File: src/hdl/icmppt_pkg.sv
package icmppt_pkg;

    // Field and register widths
    localparam int MEAS_W         = 16;
    localparam int TOL_W          = 16;
    localparam int BITS_W         = 5;
    localparam int VAL_W          = 16;
    localparam int DUTY_W         = 18;
    localparam int DUTY_BITS_MAX  = 16;

    // Shared multiplier and conductance datapath widths
    localparam int MUL_W  = ((MEAS_W > TOL_W) ? MEAS_W : TOL_W) + 2;
    localparam int PROD_W = 2 * MUL_W;
    localparam int NUM_W  = 2 * MEAS_W + 2;
    localparam int B_W    = 2 * MEAS_W;
    localparam int GB_W   = 2 * MEAS_W + TOL_W;
    localparam int LHS_W  = NUM_W + 10;
    localparam int CMP_W  = (GB_W > LHS_W) ? GB_W : LHS_W;

    // Register file
    localparam int PADDR_W = 4;
    localparam int PDATA_W = 32;

    localparam logic [BITS_W-1:0] DUTY_BITS_RST = BITS_W'(10);
    localparam logic [TOL_W-1:0]  DV_TOL_RST    = TOL_W'(100);
    localparam logic [TOL_W-1:0]  DI_TOL_RST    = TOL_W'(5);
    localparam logic [TOL_W-1:0]  G_TOL_RST     = TOL_W'(100);

    typedef enum logic [1:0] {
        REG_DUTY_BITS = 2'd0,
        REG_DV_TOL    = 2'd1,
        REG_DI_TOL    = 2'd2,
        REG_G_TOL     = 2'd3
    } t_reg_idx;

    typedef struct packed {
        logic              permission;
        logic [MEAS_W-1:0] voltage_mv;
        logic [MEAS_W-1:0] current_ma;
    } t_in_item;

    typedef struct packed {
        logic [1:0]       next_task;
        logic             tracking_done;
        logic             duty_write;
        logic [VAL_W-1:0] duty_value;
    } t_out_item;

    typedef struct packed {
        logic [BITS_W-1:0] duty_bits;
        logic [TOL_W-1:0]  dv_tol_mv;
        logic [TOL_W-1:0]  di_tol_ma;
        logic [TOL_W-1:0]  g_tol_ms;
    } t_cfg;

    typedef enum logic [1:0] {
        TASK_SEND  = 2'd0,
        TASK_TRACK = 2'd1,
        TASK_MEAS  = 2'd2
    } t_task;

    typedef enum logic [1:0] {
        STG_SETUP  = 2'd0,
        STG_APPLY  = 2'd1,
        STG_DECIDE = 2'd2
    } t_stage;

    typedef enum logic [2:0] {
        CS_IDLE,
        CS_MUL1,
        CS_MUL2,
        CS_MUL3,
        CS_MUL4,
        CS_MUL5,
        CS_MUL6,
        CS_DONE
    } t_ctl_state;

    typedef enum logic [2:0] {
        OP_NONE,
        OP_DI_V,
        OP_I_DV,
        OP_ABSDV_V,
        OP_G_BLO,
        OP_G_BHI,
        OP_GB_SUM
    } t_mul_op;

    typedef enum logic [1:0] {
        DUTY_HOLD,
        DUTY_INIT,
        DUTY_CLAMP,
        DUTY_STEP
    } t_duty_op;

    typedef enum logic [1:0] {
        PREV_HOLD,
        PREV_CLEAR,
        PREV_CAPTURE
    } t_prev_op;

    typedef struct packed {
        logic     load;
        t_mul_op  mul_op;
        t_duty_op duty_op;
        t_prev_op prev_op;
    } t_dp_cmd;

    typedef struct packed {
        logic [VAL_W-1:0] duty_clamped;
    } t_dp_status;

endpackage

File: src/hdl/icmppt_ctrl.sv
module icmppt_ctrl (
    input  logic                   i_clk,
    input  logic                   i_rst_n,
    input  logic                   i_in_valid,
    output logic                   o_in_ready,
    input  logic                   i_permission,
    output logic                   o_out_valid,
    input  logic                   i_out_ready,
    output icmppt_pkg::t_out_item  o_out,
    output icmppt_pkg::t_dp_cmd    o_cmd,
    input  icmppt_pkg::t_dp_status i_status
);

    icmppt_pkg::t_ctl_state r_state, n_state;
    icmppt_pkg::t_stage     r_stage, n_stage;
    logic                   r_permit, n_permit;
    logic                   r_out_valid, n_out_valid;
    icmppt_pkg::t_out_item  r_out, n_out;
    logic                   in_fire, slot_free, out_load;

    assign o_in_ready  = (r_state == icmppt_pkg::CS_IDLE);
    assign in_fire     = i_in_valid && o_in_ready;
    assign slot_free   = !r_out_valid || i_out_ready;
    assign o_out_valid = r_out_valid;
    assign o_out       = r_out;

    always_ff @(posedge i_clk) begin
        if (!i_rst_n) begin
            r_state     <= icmppt_pkg::CS_IDLE;
            r_stage     <= icmppt_pkg::STG_SETUP;
            r_permit    <= 1'b0;
            r_out_valid <= 1'b0;
        end else begin
            r_state     <= n_state;
            r_stage     <= n_stage;
            r_permit    <= n_permit;
            r_out_valid <= n_out_valid;
        end
    end

    always_ff @(posedge i_clk) begin
        if (out_load) begin
            r_out <= n_out;
        end
    end

    always_comb begin
        n_state       = r_state;
        n_stage       = r_stage;
        n_permit      = r_permit;
        n_out         = '0;
        out_load      = 1'b0;
        o_cmd.load    = 1'b0;
        o_cmd.mul_op  = icmppt_pkg::OP_NONE;
        o_cmd.duty_op = icmppt_pkg::DUTY_HOLD;
        o_cmd.prev_op = icmppt_pkg::PREV_HOLD;
        unique case (r_state)
            icmppt_pkg::CS_IDLE: begin
                if (in_fire) begin
                    o_cmd.load = 1'b1;
                    n_permit   = i_permission;
                    n_state    = (r_stage == icmppt_pkg::STG_DECIDE) ?
                                 icmppt_pkg::CS_MUL1 : icmppt_pkg::CS_DONE;
                end
            end
            icmppt_pkg::CS_MUL1: begin
                o_cmd.mul_op = icmppt_pkg::OP_DI_V;
                n_state      = icmppt_pkg::CS_MUL2;
            end
            icmppt_pkg::CS_MUL2: begin
                o_cmd.mul_op = icmppt_pkg::OP_I_DV;
                n_state      = icmppt_pkg::CS_MUL3;
            end
            icmppt_pkg::CS_MUL3: begin
                o_cmd.mul_op = icmppt_pkg::OP_ABSDV_V;
                n_state      = icmppt_pkg::CS_MUL4;
            end
            icmppt_pkg::CS_MUL4: begin
                o_cmd.mul_op = icmppt_pkg::OP_G_BLO;
                n_state      = icmppt_pkg::CS_MUL5;
            end
            icmppt_pkg::CS_MUL5: begin
                o_cmd.mul_op = icmppt_pkg::OP_G_BHI;
                n_state      = icmppt_pkg::CS_MUL6;
            end
            icmppt_pkg::CS_MUL6: begin
                o_cmd.mul_op = icmppt_pkg::OP_GB_SUM;
                n_state      = icmppt_pkg::CS_DONE;
            end
            icmppt_pkg::CS_DONE: begin
                // Commit state and result together once the output slot is free
                if (slot_free) begin
                    out_load = 1'b1;
                    n_state  = icmppt_pkg::CS_IDLE;
                    case (r_stage)
                        icmppt_pkg::STG_SETUP: begin
                            if (!r_permit) begin
                                n_out.next_task     = icmppt_pkg::TASK_SEND;
                                n_out.tracking_done = 1'b1;
                            end else begin
                                o_cmd.prev_op   = icmppt_pkg::PREV_CLEAR;
                                o_cmd.duty_op   = icmppt_pkg::DUTY_INIT;
                                n_stage         = icmppt_pkg::STG_APPLY;
                                n_out.next_task = icmppt_pkg::TASK_TRACK;
                            end
                        end
                        icmppt_pkg::STG_APPLY: begin
                            o_cmd.duty_op    = icmppt_pkg::DUTY_CLAMP;
                            n_stage          = icmppt_pkg::STG_DECIDE;
                            n_out.next_task  = icmppt_pkg::TASK_MEAS;
                            n_out.duty_write = 1'b1;
                            n_out.duty_value = i_status.duty_clamped;
                        end
                        icmppt_pkg::STG_DECIDE: begin
                            o_cmd.duty_op   = icmppt_pkg::DUTY_STEP;
                            o_cmd.prev_op   = icmppt_pkg::PREV_CAPTURE;
                            n_stage         = icmppt_pkg::STG_APPLY;
                            n_out.next_task = icmppt_pkg::TASK_SEND;
                        end
                        default: begin
                            n_stage = icmppt_pkg::STG_SETUP;
                        end
                    endcase
                end
            end
            default: begin
                n_state = icmppt_pkg::CS_IDLE;
            end
        endcase
    end

    assign n_out_valid = out_load ? 1'b1 : (i_out_ready ? 1'b0 : r_out_valid);

    a_out_from_done: assert property (@(posedge i_clk) disable iff (!i_rst_n)
        $rose(r_out_valid) |-> $past(r_state == icmppt_pkg::CS_DONE))
        else $error("result appeared outside the commit state");

    a_write_task: assert property (@(posedge i_clk) disable iff (!i_rst_n)
        (r_out_valid && r_out.duty_write) |-> (r_out.next_task == icmppt_pkg::TASK_MEAS))
        else $error("duty write without measurement task");

    a_done_stage: assert property (@(posedge i_clk) disable iff (!i_rst_n)
        (r_out_valid && r_out.tracking_done) |-> (r_stage == icmppt_pkg::STG_SETUP))
        else $error("done reported outside setup");

    a_write_nonzero: assert property (@(posedge i_clk) disable iff (!i_rst_n)
        (r_out_valid && r_out.duty_write) |-> (r_out.duty_value != '0))
        else $error("clamped duty is zero");

endmodule

File: config.mk
export PLATFORM = sky130hd
export DESIGN_NAME = icmppt_ctrl
export DESIGN_NICKNAME = d
export VERILOG_FILES = /design/src/hdl/icmppt_pkg.sv /design/src/hdl/icmppt_ctrl.sv
export SDC_FILE = /design/constraint.sdc
export NUM_CORES = 1
export LEC_CHECK = 0
export BUFFER_PORTS_ARGS = -buffer_cell sky130_fd_sc_hd__buf_2
export CAP_MARGIN = 25
export CORE_UTILIZATION = 35
export CTS_BUF_LIST = sky130_fd_sc_hd__clkbuf_16
export DETAILED_ROUTE_END_ITERATION = 7
export GPL_ROUTABILITY_DRIVEN = 0
export GPL_TIMING_DRIVEN = 0
export HOLD_SLACK_MARGIN = 0.1
export PLACE_DENSITY = 0.61
export SYNTH_ARGS = -nofsm -noshare
export SYNTH_HDL_FRONTEND = slang
export SYNTH_SLANG_ARGS = --single-unit
File: constraint.sdc
create_clock -name i_clk -period 4.1 [get_ports i_clk]
set_clock_uncertainty 0.05 [all_clocks]
set_input_delay 0.82 -clock i_clk [delete_from_list [all_inputs] [get_ports i_clk]]
set_output_delay 0.82 -clock i_clk [all_outputs]
set_load 0.05 [all_outputs]
# After elaboration in Yosys (flattened, before gate mapping)

Index checks and enable logic that the tools add are counted.

Bits in registers: 27
Logic and storage cells: 54
Bits of input ports: 21
Output and inout bits: 30

Muxes and demuxes: 22
Reduce and logical (&&, ||, !) cells: 12
Equality and inequality tests: 12

Operators by type and width:

| cell                                                   | number |
|---|---|
| one-hot mux 3 bit (8 select lines)                     | 1 |
| one-hot mux 3 bit (6 select lines)                     | 1 |
| two-way mux 17 bit                                     | 1 |
| equality test 3 bit (second input constant)            | 4 |
| two-way mux 3 bit                                      | 4 |
| one-hot mux 2 bit (3 select lines)                     | 2 |
| AND reduction 3 bit                                    | 3 |
| two-way mux 1 bit                                      | 8 |
| two-way mux 4 bit                                      | 2 |
| one-hot mux 2 bit (2 select lines)                     | 2 |
| equality test 3 x 2 -> 1 bit (second input constant)   | 2 |
| AND reduction 2 bit                                    | 3 |
| inequality test 2 bit (second input constant)          | 2 |
| equality test 3 x 1 -> 1 bit (second input constant)   | 1 |
| zero test 3 bit                                        | 1 |
| equality test 2 x 1 -> 1 bit (second input constant)   | 1 |
| equality test 2 bit (second input constant)            | 1 |
| zero test 2 bit                                        | 1 |
| two-way mux 2 bit                                      | 1 |
| inequality test 2 x 1 -> 1 bit (second input constant) | 1 |
| nonzero test 2 bit                                     | 1 |
| logical AND 1 bit                                      | 1 |
| zero test 1 bit                                        | 1 |
| logical OR 1 bit                                       | 1 |

# Longest topological paths before layout

Gate-level depths: netlist of the first run.

Word-level depth: 5
Gate-level depth with buffers: 6

# Worst setup path before layout of the first run

Ideal clock, no wire load.

Kind: input-to-output
Start point: in i_in_valid
End point: out o_cmd[7] (netlist name)
Required time: 3,230 ps
Setup slack: 696 ps
Arrival: 2,534 ps
Stages: 1
Cell sequence: nor4b_1

Longest elaborated chain between the ends: 3

RTL lines:

| what               | RTL line          | source |
|---|---|---|
| start: declaration | icmppt_ctrl.sv:4  | `input logic i_in_valid,` |
| logical AND 1 bit  | icmppt_ctrl.sv:22 | `assign in_fire = i_in_valid && o_in_ready;` |
| two-way mux 1 bit  | icmppt_ctrl.sv:59 | `if (in_fire) begin` |
| two-way mux 1 bit  | icmppt_ctrl.sv:57 | `unique case (r_state)` |
| end: declaration   | icmppt_ctrl.sv:10 | `output icmppt_pkg::t_dp_cmd o_cmd,` |

No other way between the ends.

==> results of run 1 <==
Yosys cell counts, drive strengths merged:
cell type   n
nor3        3
inv         5
edfxtp     20
buf         4
a21boi      3
a211oi      1
and3       18
nor2        4
clkbuf      4
clkinv      1
mux2        1
or3         1
mux2i       1
nand3       3
o21ai       3
a2111oi     1
a21oi       3
o2111a      1
nor2b       1
and2        4
o221a       1
nor4b       1
nand2b      1
o41ai       1
dfxtp       7
ha          4
nand2       6
or2         1
state kept, by name (all words and copies together) (netlist names):
name	flops
r_permit	1
o_out_valid	1
r_state	3
o_out	20
r_stage	2
metrics by stage:
stage | instances | hold WS (ns) | cell area (µm²) | utilization [%]
2_1_floorplan | 104 | 0.399 | 1220 | -
3_3_place_gp | 199 | 0.415 | 1530 | 45.7
3_5_place_dp | 199 | 0.433 | 1530 | 45.7
4_1_cts | 203 | 0.442 | 1610 | 48.2
5_1_grt | 203 | 0.477 | 1610 | 48.2
6_report | 203 | 0.439 | 1610 | 48.2
report_power, final:
group	leakage (nW)	internal (mW)	switching, mW
combinational	0.457	0.0363	0.0904
clock	0.0371	0.132	0.0856
sequential	0.276	0.300	0.00847
total	0.770	0.469	0.185
final cells by class:
class,instances,area (µm²)
fill,346,1730
sequential,27,741
multi-input combinational,63,417
timing repair buffer,49,245
clock buffer,3,75.1
tap,46,57.6
buffer,8,42.5
inverter,6,23.8
clock inverter,1,7.51
cell families after synthesis:
| kind of cell | synth area share [%] |
|---|---|
| compound gates | 8.69 |
| simple gates | 19.5 |
| flops | 60.5 |
| fa+ha+maj | 4.09 |
| mux | 1.74 |
| buf+inv | 5.42 |
tightest hold or removal path, delay by kind of cell, from the launching register on:
kind / cells / cell delay, ns
simple gates: 1 / 0.06
mux: 1 / 0.06
flops: 1 / 0.32
worst paths after layout:
check	startpoint	end	slack (ns)
worst min register to register	r_stage[1]$_SDFFE_PN0P_	r_stage[1]$_SDFFE_PN0P_	0.44
worst max-delay path	i_out_ready	o_cmd[3]	1.10
worst min-delay path	r_stage[1]$_SDFFE_PN0P_	r_stage[1]$_SDFFE_PN0P_	0.44
worst max register to register	r_state[1]$_SDFFE_PN0P_	o_out[1]$_SDFFCE_PN0P_	2.42
routing by layer:
layer | wire length [µm] | share of wire [%] | up-vias
met3 | 170 | 7.4 | 2
li1 | - | - | 479
met1 | 982 | 43 | 432
met4 | 29 | 1.3 | 0
met2 | 1110 | 48 | 39
met5 | 0 | 0 | -
==> key figures, run 1 <==
Global route
  – Met1 Usage GRT: between 15 and 20%
  – Total global routing overflow: 0
  – First-pass GRT wire length: 3420 µm
  – Total track usage: 12.8%
  – Grt met2 use: 21.4%
  – GRT busiest layer: met2
  – M3 GR Usage: 2.94%
  – Initial antenna violation count: 0
  – Pin count of the biggest net entering global routing: 30
  – Vias in the first global route: 784

STA
  – Final Slew Violations: 0
  – Final hold vios: 0
  – RSZ-0062 raised after global routing: no
  – Final min period: 3.00 ns
  – Final WS setup: 1.10 ns
  – Max Clk Rate: 334 MHz
  – Worst Tran Pin Value: 0.491 ns
  – Final Cycle Share: between 70% and 80%
  – Slew HR: 66.8%
  – Total Negative Setup Slacks: 0 ns
  – Setup violators final: 0

Clock network
  – Clock Path Buffers: 2
  – Clock Sinks: 27
  – Clk slew on worst S/H paths: 0.06 ns
  – Cts hold-fix bufs: 0
  – CTS tree: built
  – Post-CTS Setup Bufs: 0
  – Worst-skew pair later-pin latency: 0.26 ns
  – H-tree depth: 1
  – Root Buffer: clkbuf_16
  – Post-cts resize count: 0
  – Total clock buffers created by CTS: 3

Detailed routing
  – Via count: 952
  – Detailed Routing Iterations Pass 1: 4
  – Wire length per cell: 11.3 µm
  – Avg Vias per Cell: roughly 4.7
  – DRC viols: 0
  – Routed Antenna Nets: 0
  – Total wire length: ~2300 µm
  – 1st-iter DRT viols: 31

Critical path
  – CP max FO: 29
  – CP max-delay cell: or3_1
  – Setup Crit Path Kind: in -> out
  – WP buf/inv: 5
  – CP top delay family: buffers and inverters
  – Worst EP required: 3.23 ns
  – Worst stage delay on the critical path: 0.30 ns
  – Critical path arrival: 2.13 ns
  – Endpoint class of the critical path: primary output
  – Startpoint types: input pin
  – Stages on the worst setup path: 8
  – Worst R2R Path Depth: 6
  – Cell mode on critical path: buf_2
  – Critical-path cell list: buf_2 > nor2b_1 > or3_1 > buf_2 > clkinv_2 > buf_6 > and2_1 > buf_2

Die
  – Die Wd: about 61 µm
  – Die height: 61.1 µm
  – Core ar.: 3340 µm²
  – Starting Density: between 30% and 40%
  – I/O pin total: 51
  – Row count: 21
  – Die footprint: 3740 µm²

Yosys
  – Synthesized flop and latch total: 27
  – Area leader, netlist: edfxtp_1
  – Cell variety after synth: 31
  – Syn Area/Cell: between 10 and 15 µm²
  – Area share of the largest cell type after synthesis: 49.1%
  – Syn Nets: 129
  – Register area share after synthesis: a little over 60%
  – Dominant cells by area after synthesis: edfxtp_1 (49%), dfxtp_1 (11%), and3_1 (9.2%)
  – Post-Synthesis Cell Area: 1220 µm²
  – Synth Instances: approximately 100
  – Ys Warns: 0

Final layout
  – Layout cells sized above 1: 38.9%
  – Ant diodes: 0
  – Most frequent cells in the layout: buf_2 (50), edfxtp_1 (20), and3_1 (18), dfxtp_1 (7), nand2_1 (6)
  – Layout net count: 183
  – Most common cell after layout, fill and taps aside: buf_2
  – Area Overhead vs Synth: 31.5%

Power
  – Leak: roughly 0.77 nW
  – VDD IR-drop max: 223 µV
  – Final total power: approximately 0.65 mW
  – PwrDens: 406 nW/µm²

Placed design
  – PortBufs: 49
  – Pre-CTS WS: 1.09 ns
  – Hpwl dp: 1770 µm

Hold path
  – Hold Path Depth: 2
  – Min-Delay Path Class: reg -> reg

Run status
  – Status: finished clean

Job
  – Max Cap Violations: 0
(Power assumes the default switching activity.)
==> inputs of run 2 (changes only) <==
--- a/config.mk
+++ b/config.mk
@@ -13,7 +13,7 @@
 export GPL_ROUTABILITY_DRIVEN = 0
 export GPL_TIMING_DRIVEN = 0
 export HOLD_SLACK_MARGIN = 0.1
-export PLACE_DENSITY = 0.61
+export PLACE_DENSITY = 0.64
 export SYNTH_ARGS = -nofsm -noshare
 export SYNTH_HDL_FRONTEND = slang
 export SYNTH_SLANG_ARGS = --single-unit
==> constraint.sdc (replaced) <==
create_clock -name i_clk -period 2.4 [get_ports i_clk]
set_clock_uncertainty 0.05 [all_clocks]
set_input_delay 0.48 -clock i_clk [delete_from_list [all_inputs] [get_ports i_clk]]
set_output_delay 0.48 -clock i_clk [all_outputs]
set_load 0.05 [all_outputs]
==> key figures, run 2 (synthesis gave the netlist of run 1 again) <==
STA
  – Final WS setup: 0.102 ns (-1.00 ns)
  – Final Cycle Share: 95.8%
  – Final hold slack: 0.390 ns (-0.0489 ns)
  – Final Slew Violations: 0 (unchanged)
  – Final min period: about 2.3 ns
  – Max Clk Rate: roughly 440 MHz
  – Final hold vios: 0 (unchanged)
  – Setup violators final: 0 (unchanged)
  – Slew HR: 74.1% (+7.3 points)
  – Total Negative Setup Slacks: 0 ns (unchanged)
  – RSZ-0062 raised after global routing: no
  – Worst Tran Pin Value: 0.388 ns (-0.103 ns)

Detailed routing
  – Wire length per cell: 11.3 µm (+0.55%)
  – Via count: 954 (+0.21%)
  – DRC viols: 0 (unchanged)
  – Total wire length: 2310 µm (+1.0%)
  – Routed Antenna Nets: 0 (unchanged)
  – Avg Vias per Cell: 4.68 (-0.28%)
  – 1st-iter DRT viols: 29 (-6.5%)
  – Detailed Routing Iterations Pass 1: 4 (unchanged)

Critical path
  – Worst EP required: 1.87 ns (-1.36 ns)
  – Endpoint class of the critical path: primary output
  – CP max-delay cell: dfxtp_4
  – Critical-path cell list: inv_1 > or3_1 > buf_4 > inv_4 > buf_12 > and2_1 > buf_6
  – Setup Crit Path Kind: reg -> out
  – CP max FO: 15 (-48%)
  – CP top delay family: buffers and inverters
  – Critical path arrival: 1.77 ns (-0.36 ns)
  – Worst stage delay on the critical path: 0.37 ns (+0.07 ns)
  – Startpoint types: flip-flop
  – WP buf/inv: 5 (unchanged)

Clock network
  – Cts hold-fix bufs: 0 (unchanged)
  – Worst-skew pair later-pin latency: 0.26 ns (about the same)
  – H-tree depth: 1 (unchanged)
  – CTS tree: built
  – Clock Sinks: 27 (unchanged)
  – Total clock buffers created by CTS: 3 (unchanged)
  – Clk slew on worst S/H paths: 0.07 ns (about the same)
  – Clock Path Buffers: 2 (unchanged)
  – Root Buffer: clkbuf_16

Power
  – Final total power: 1.13 mW (+73%)
  – VDD IR-drop max: 500 µV (+120%)
  – PwrDens: 675 nW/µm² (+66%)
  – Leak: 0.793 nW (+3.0%)

Die
  – Starting Density: 36.7% (unchanged)
  – Die height: 61.1 µm (unchanged)
  – I/O pin total: 51 (unchanged)
  – Row count: 21 (unchanged)
  – Die footprint: 3740 µm² (unchanged)
  – Die Wd: 61.1 µm (unchanged)
  – Core ar.: 3340 µm² (unchanged)

Hold path
  – Min-Delay Path Class: in -> reg

Global route
  – Met1 Usage GRT: 14.6% (-0.59 points)
  – First-pass GRT wire length: 3320 µm (-2.8%)
  – Pin count of the biggest net entering global routing: 30 (unchanged)
  – Initial antenna violation count: 0 (unchanged)
  – M3 GR Usage: 2.10% (-0.84 points)
  – Grt met2 use: 20.8% (-0.62 points)
  – Vias in the first global route: 760 (-3.1%)
  – Total track usage: 12.2% (-0.55 points)
  – Total global routing overflow: 0 (unchanged)
  – GRT busiest layer: met2

Final layout
  – Most common cell after layout, fill and taps aside: buf_2
  – Flip-flop count of the largest register after layout: 20 (unchanged)
  – Layout cells sized above 1: 42.4% (+3.6 points)
  – Layout filler cell count: 321 (-7.2%)
  – Util after Layout: 50.2% (+1.9 points)
  – Area Overhead vs Synth: 36.8%
  – Layout net count: 184 (+0.55%)
  – Ant diodes: 0 (unchanged)
  – Most frequent cells in the layout: buf_2 (47), edfxtp_1 (20), and3_1 (18), nand2_1 (6), inv_1 (5)

Placed design
  – PortBufs: 49 (unchanged)
  – Pre-CTS WS: 0.0440 ns (-1.05 ns)
  – Hpwl dp: 1710 µm (-3.6%)

Job
  – Max Cap Violations: 0 (unchanged)

Run status
  – Status: finished clean
run 2: final cells by class:
cell class	instances	area, µm²	area share (%)
flip-flops and latches	27	749	44.8
multi-input cells	63	425	25.4
repair buffers	50	283	16.9
clock buffers	3	75.1	4.48
well taps	46	57.6	3.44
plain buffers	8	53.8	3.21
inverters	6	25.0	1.49
clock inverters	1	5.00	0.299
run 2: path summary, 6_finish.rpt:
path                                              start  cells after the start  slack [ns]                 endpoint
worst min register to register  r_stage[1]$_SDFFE_PN0P_                      2        0.43  r_stage[1]$_SDFFE_PN0P_
worst max-delay path            r_state[0]$_SDFFE_PN0P_                      7        0.10                 o_cmd[1]
worst min-delay path                       i_permission                      3        0.39    r_permit$_SDFFE_PN0P_
worst max register to register  r_stage[0]$_SDFFE_PN0P_                      4        0.82  r_stage[0]$_SDFFE_PN0P_
run 2: timing repair:
item	CTS	global route
gates cloned	0	1
pin swaps	0	0
buffers inserted	0	0
setup endpoints to repair	2	2
gates resized for setup	6	9
run 2: stage by stage:
| step | instances | area (µm²) |
|---|---|---|
| finish | 204 | 1670 |
| global route | 204 | 1670 |
| CTS | 203 | 1630 |
| detailed placement | 199 | 1530 |
| global placement | 199 | 1530 |
| floorplan | 104 | 1230 |
run 2: layer usage:
layer  up-vias  share of wire, %
li1        488                 -
met2        44                48
met4         0              0.65
met5         -                 0
met3         2               7.8
met1       420                43
run 2: worst min-delay path: stages:
cell and delay [ns]:
buf_2 0.08, nand3_1 0.05, o21ai_0 0.06
run 2: report_power, final:
part	switching, mW	total (mW)	internal (mW)
Clock	0.147	0.372	0.224
Combinational	0.156	0.225	0.0685
Sequential	0.0165	0.534	0.517
Total	0.320	1.13	0.810
==> inputs of run 3 (changes only) <==
--- a/config.mk
+++ b/config.mk
@@ -13,7 +13,6 @@
 export GPL_ROUTABILITY_DRIVEN = 0
 export GPL_TIMING_DRIVEN = 0
 export HOLD_SLACK_MARGIN = 0.1
-export PLACE_DENSITY = 0.64
 export SYNTH_ARGS = -nofsm -noshare
 export SYNTH_HDL_FRONTEND = slang
 export SYNTH_SLANG_ARGS = --single-unit
==> key figures, run 3 (synthesis gave the netlist of run 1 again) <==
Clock network
  – Cts hold-fix bufs: 0 (unchanged)
  – CTS tree: built
  – Post-CTS Setup Bufs: 0 (unchanged)
  – Total clock buffers created by CTS: 3 (unchanged)
  – H-tree depth: 1 (unchanged)
  – Clock Path Buffers: 2 (unchanged)
  – Root Buffer: clkbuf_16
  – Clk slew on worst S/H paths: 0.07 ns (about the same)
  – Worst-skew pair later-pin latency: 0.26 ns (about the same)
  – Clock Sinks: 27 (unchanged)

Final layout
  – Cell area after layout: 1680 µm² (+0.15%)
  – Layout filler cell count: 327 (+1.9%)
  – Area Overhead vs Synth: 37.0%
  – Multi-input logic area: 423 µm² (-0.59%)
  – Most common cell after layout, fill and taps aside: buf_2
  – Layout cells sized above 1: 41.8% (-0.63 points)
  – Most frequent cells in the layout: buf_2 (47), edfxtp_1 (20), and3_1 (18), nand2_1 (6), inv_1 (5)
  – Flip-flop count of the largest register after layout: 20 (unchanged)
  – Non-filler instance count after layout: 204 (unchanged)
  – Register area: 749 µm² (unchanged)
  – Ant diodes: 0 (unchanged)
  – Util after Layout: 50.2% (+0.075 points)
  – Layout net count: 184 (unchanged)

Global route
  – Pin count of the biggest net entering global routing: 30 (unchanged)
  – Total track usage: 12.6% (+0.34 points)
  – Vias in the first global route: 835 (+9.9%)
  – First-pass GRT wire length: 3530 µm (+6.2%)
  – Total global routing overflow: 0 (unchanged)
  – Initial antenna violation count: 0 (unchanged)

STA
  – Slew HR: 73.1% (-1.0 points)
  – Final Cycle Share: 95.1% (-0.64 points)
  – Setup violators final: 0 (unchanged)
  – Final min period: 2.28 ns (-0.0153 ns)
  – Final WS setup: 0.117 ns (+0.0153 ns)
  – Final Slew Violations: 0 (unchanged)
  – Final hold vios: 0 (unchanged)
  – Max Clk Rate: 438 MHz (+0.67%)
  – RSZ-0062 raised after global routing: no
  – Worst Tran Pin Value: 0.403 ns (+0.0157 ns)
  – Total Negative Setup Slacks: 0 ns (unchanged)

Critical path
  – Startpoint types: flip-flop
  – Crit Reg-Reg Startpoint: o_out_valid$_SDFFE_PN0P_
  – Worst EP required: 1.87 ns (about the same)
  – Critical path arrival: 1.75 ns (-0.02 ns)
  – CP max FO: 15 (unchanged)
  – Setup Crit Path Kind: reg -> out
  – Worst Setup SP: r_state[0]$_SDFFE_PN0P_
  – Endpoint class of the critical path: primary output

Hold path
  – Min-Delay Path Class: in -> reg
  – Hold_sp: i_permission

Job
  – Max Cap Violations: 0 (unchanged)

Detailed routing
  – Wire length per cell: 11.5 µm (+1.3%)
  – 1st-iter DRT viols: 26 (-10%)
  – Routed Antenna Nets: 0 (unchanged)
  – Detailed Routing Iterations Pass 1: 4 (unchanged)
  – DRC viols: 0 (unchanged)
  – Avg Vias per Cell: 4.71 (+0.63%)
  – Total wire length: 2340 µm (+1.3%)
  – Via count: 960 (+0.63%)

Placed design
  – Placed Instances: 199 (unchanged)
  – Pre-CTS WS: 0.0564 ns (+0.0123 ns)
  – PortBufs: 49 (unchanged)
  – Hpwl dp: 1680 µm (-1.4%)
  – Post-Place Cell Area: 1530 µm² (unchanged)

Die
  – Starting Density: 36.7% (unchanged)
  – I/O pin total: 51 (unchanged)
  – Core ar.: 3340 µm² (unchanged)
  – Die height: 61.1 µm (unchanged)
  – Row count: 21 (unchanged)
  – Die Wd: 61.1 µm (unchanged)
  – Die footprint: 3740 µm² (unchanged)

Power
  – Part of the power in combinational logic: 19.8% (about the same)
  – Reg power frac: 46.8% (-0.4 points)
  – PwrDens: 679 nW/µm² (+0.52%)
  – Share of power burned in the clock network: 33.4% (+0.5 points)
  – Switching fraction of total power: 28.6% (+0.33 points)
  – VDD IR-drop max: 354 µV (-29%)
  – Pint: 0.812 mW (+0.20%)
  – Psw: 0.326 mW (+1.9%)
  – Leak: 0.788 nW (-0.60%)

Run status
  – Status: finished clean
-- run 3: per-layer routing --
metal	GRT usage (%)	up-vias	routed length (µm)
met1	15.6	441	1090
li1	-	482	-
met3	2.31	2	169
met2	21.6	35	1060
met4	4.87	0	27
met5	0	-	0
-- run 3: power by group through the flow --
| stage | combinational (mW) | sequential (mW) | clock, mW |
|---|---|---|---|
| after floorplan | 0.158 | 0.545 | 0 |
| after global placement | 0.216 | 0.538 | 0 |
| after detailed placement | 0.219 | 0.539 | 0 |
| after CTS | 0.220 | 0.530 | 0.384 |
| after global routing | 0.243 | 0.536 | 0.402 |
| final | 0.225 | 0.533 | 0.380 |
-- run 3: through the flow --
stage	hold slack [ns]	power, mW
floorplan	0.399	0.703
global placement	0.415	0.754
finish	0.395	1.14
CTS	0.393	1.13
detailed placement	0.430	0.758
global route	0.444	1.18
-- run 3: repair_timing --
action / 4_1_cts / 5_1_grt
resized for setup: 6 / 9
setup endpoints to repair: 2 / 2
cloned: 0 / 1
-- run 3: layout make-up --
| type | count | area share (%) |
|---|---|---|
| Buffer | 8 | 3.21 |
| Clock buffer | 3 | 4.48 |
| Clock inverter | 1 | 0.448 |
| Inverter | 6 | 1.64 |
| Multi-Input combinational cell | 63 | 25.2 |
| Sequential cell | 27 | 44.7 |
| Tap cell | 46 | 3.43 |
| Timing Repair Buffer | 50 | 16.9 |
-- run 3: final timing paths --
check	endpoint	slack (ns)	cells after the start
hold / removal	r_permit$_SDFFE_PN0P_	0.39	3
hold reg to reg	r_stage[1]$_SDFFE_PN0P_	0.43	2
setup reg to reg	o_out[10]$_SDFFCE_PN0P_	0.83	6
setup / recovery	o_cmd[1]	0.12	7
-- run 3: worst max-delay path: stages, from the launching register on --
cell and delay, ns:
dfxtp_4 0.36, inv_1 0.08, or3_1 0.37, buf_4 0.17
inv_6 0.08, buf_12 0.13, and2_1 0.14, buf_6 0.16
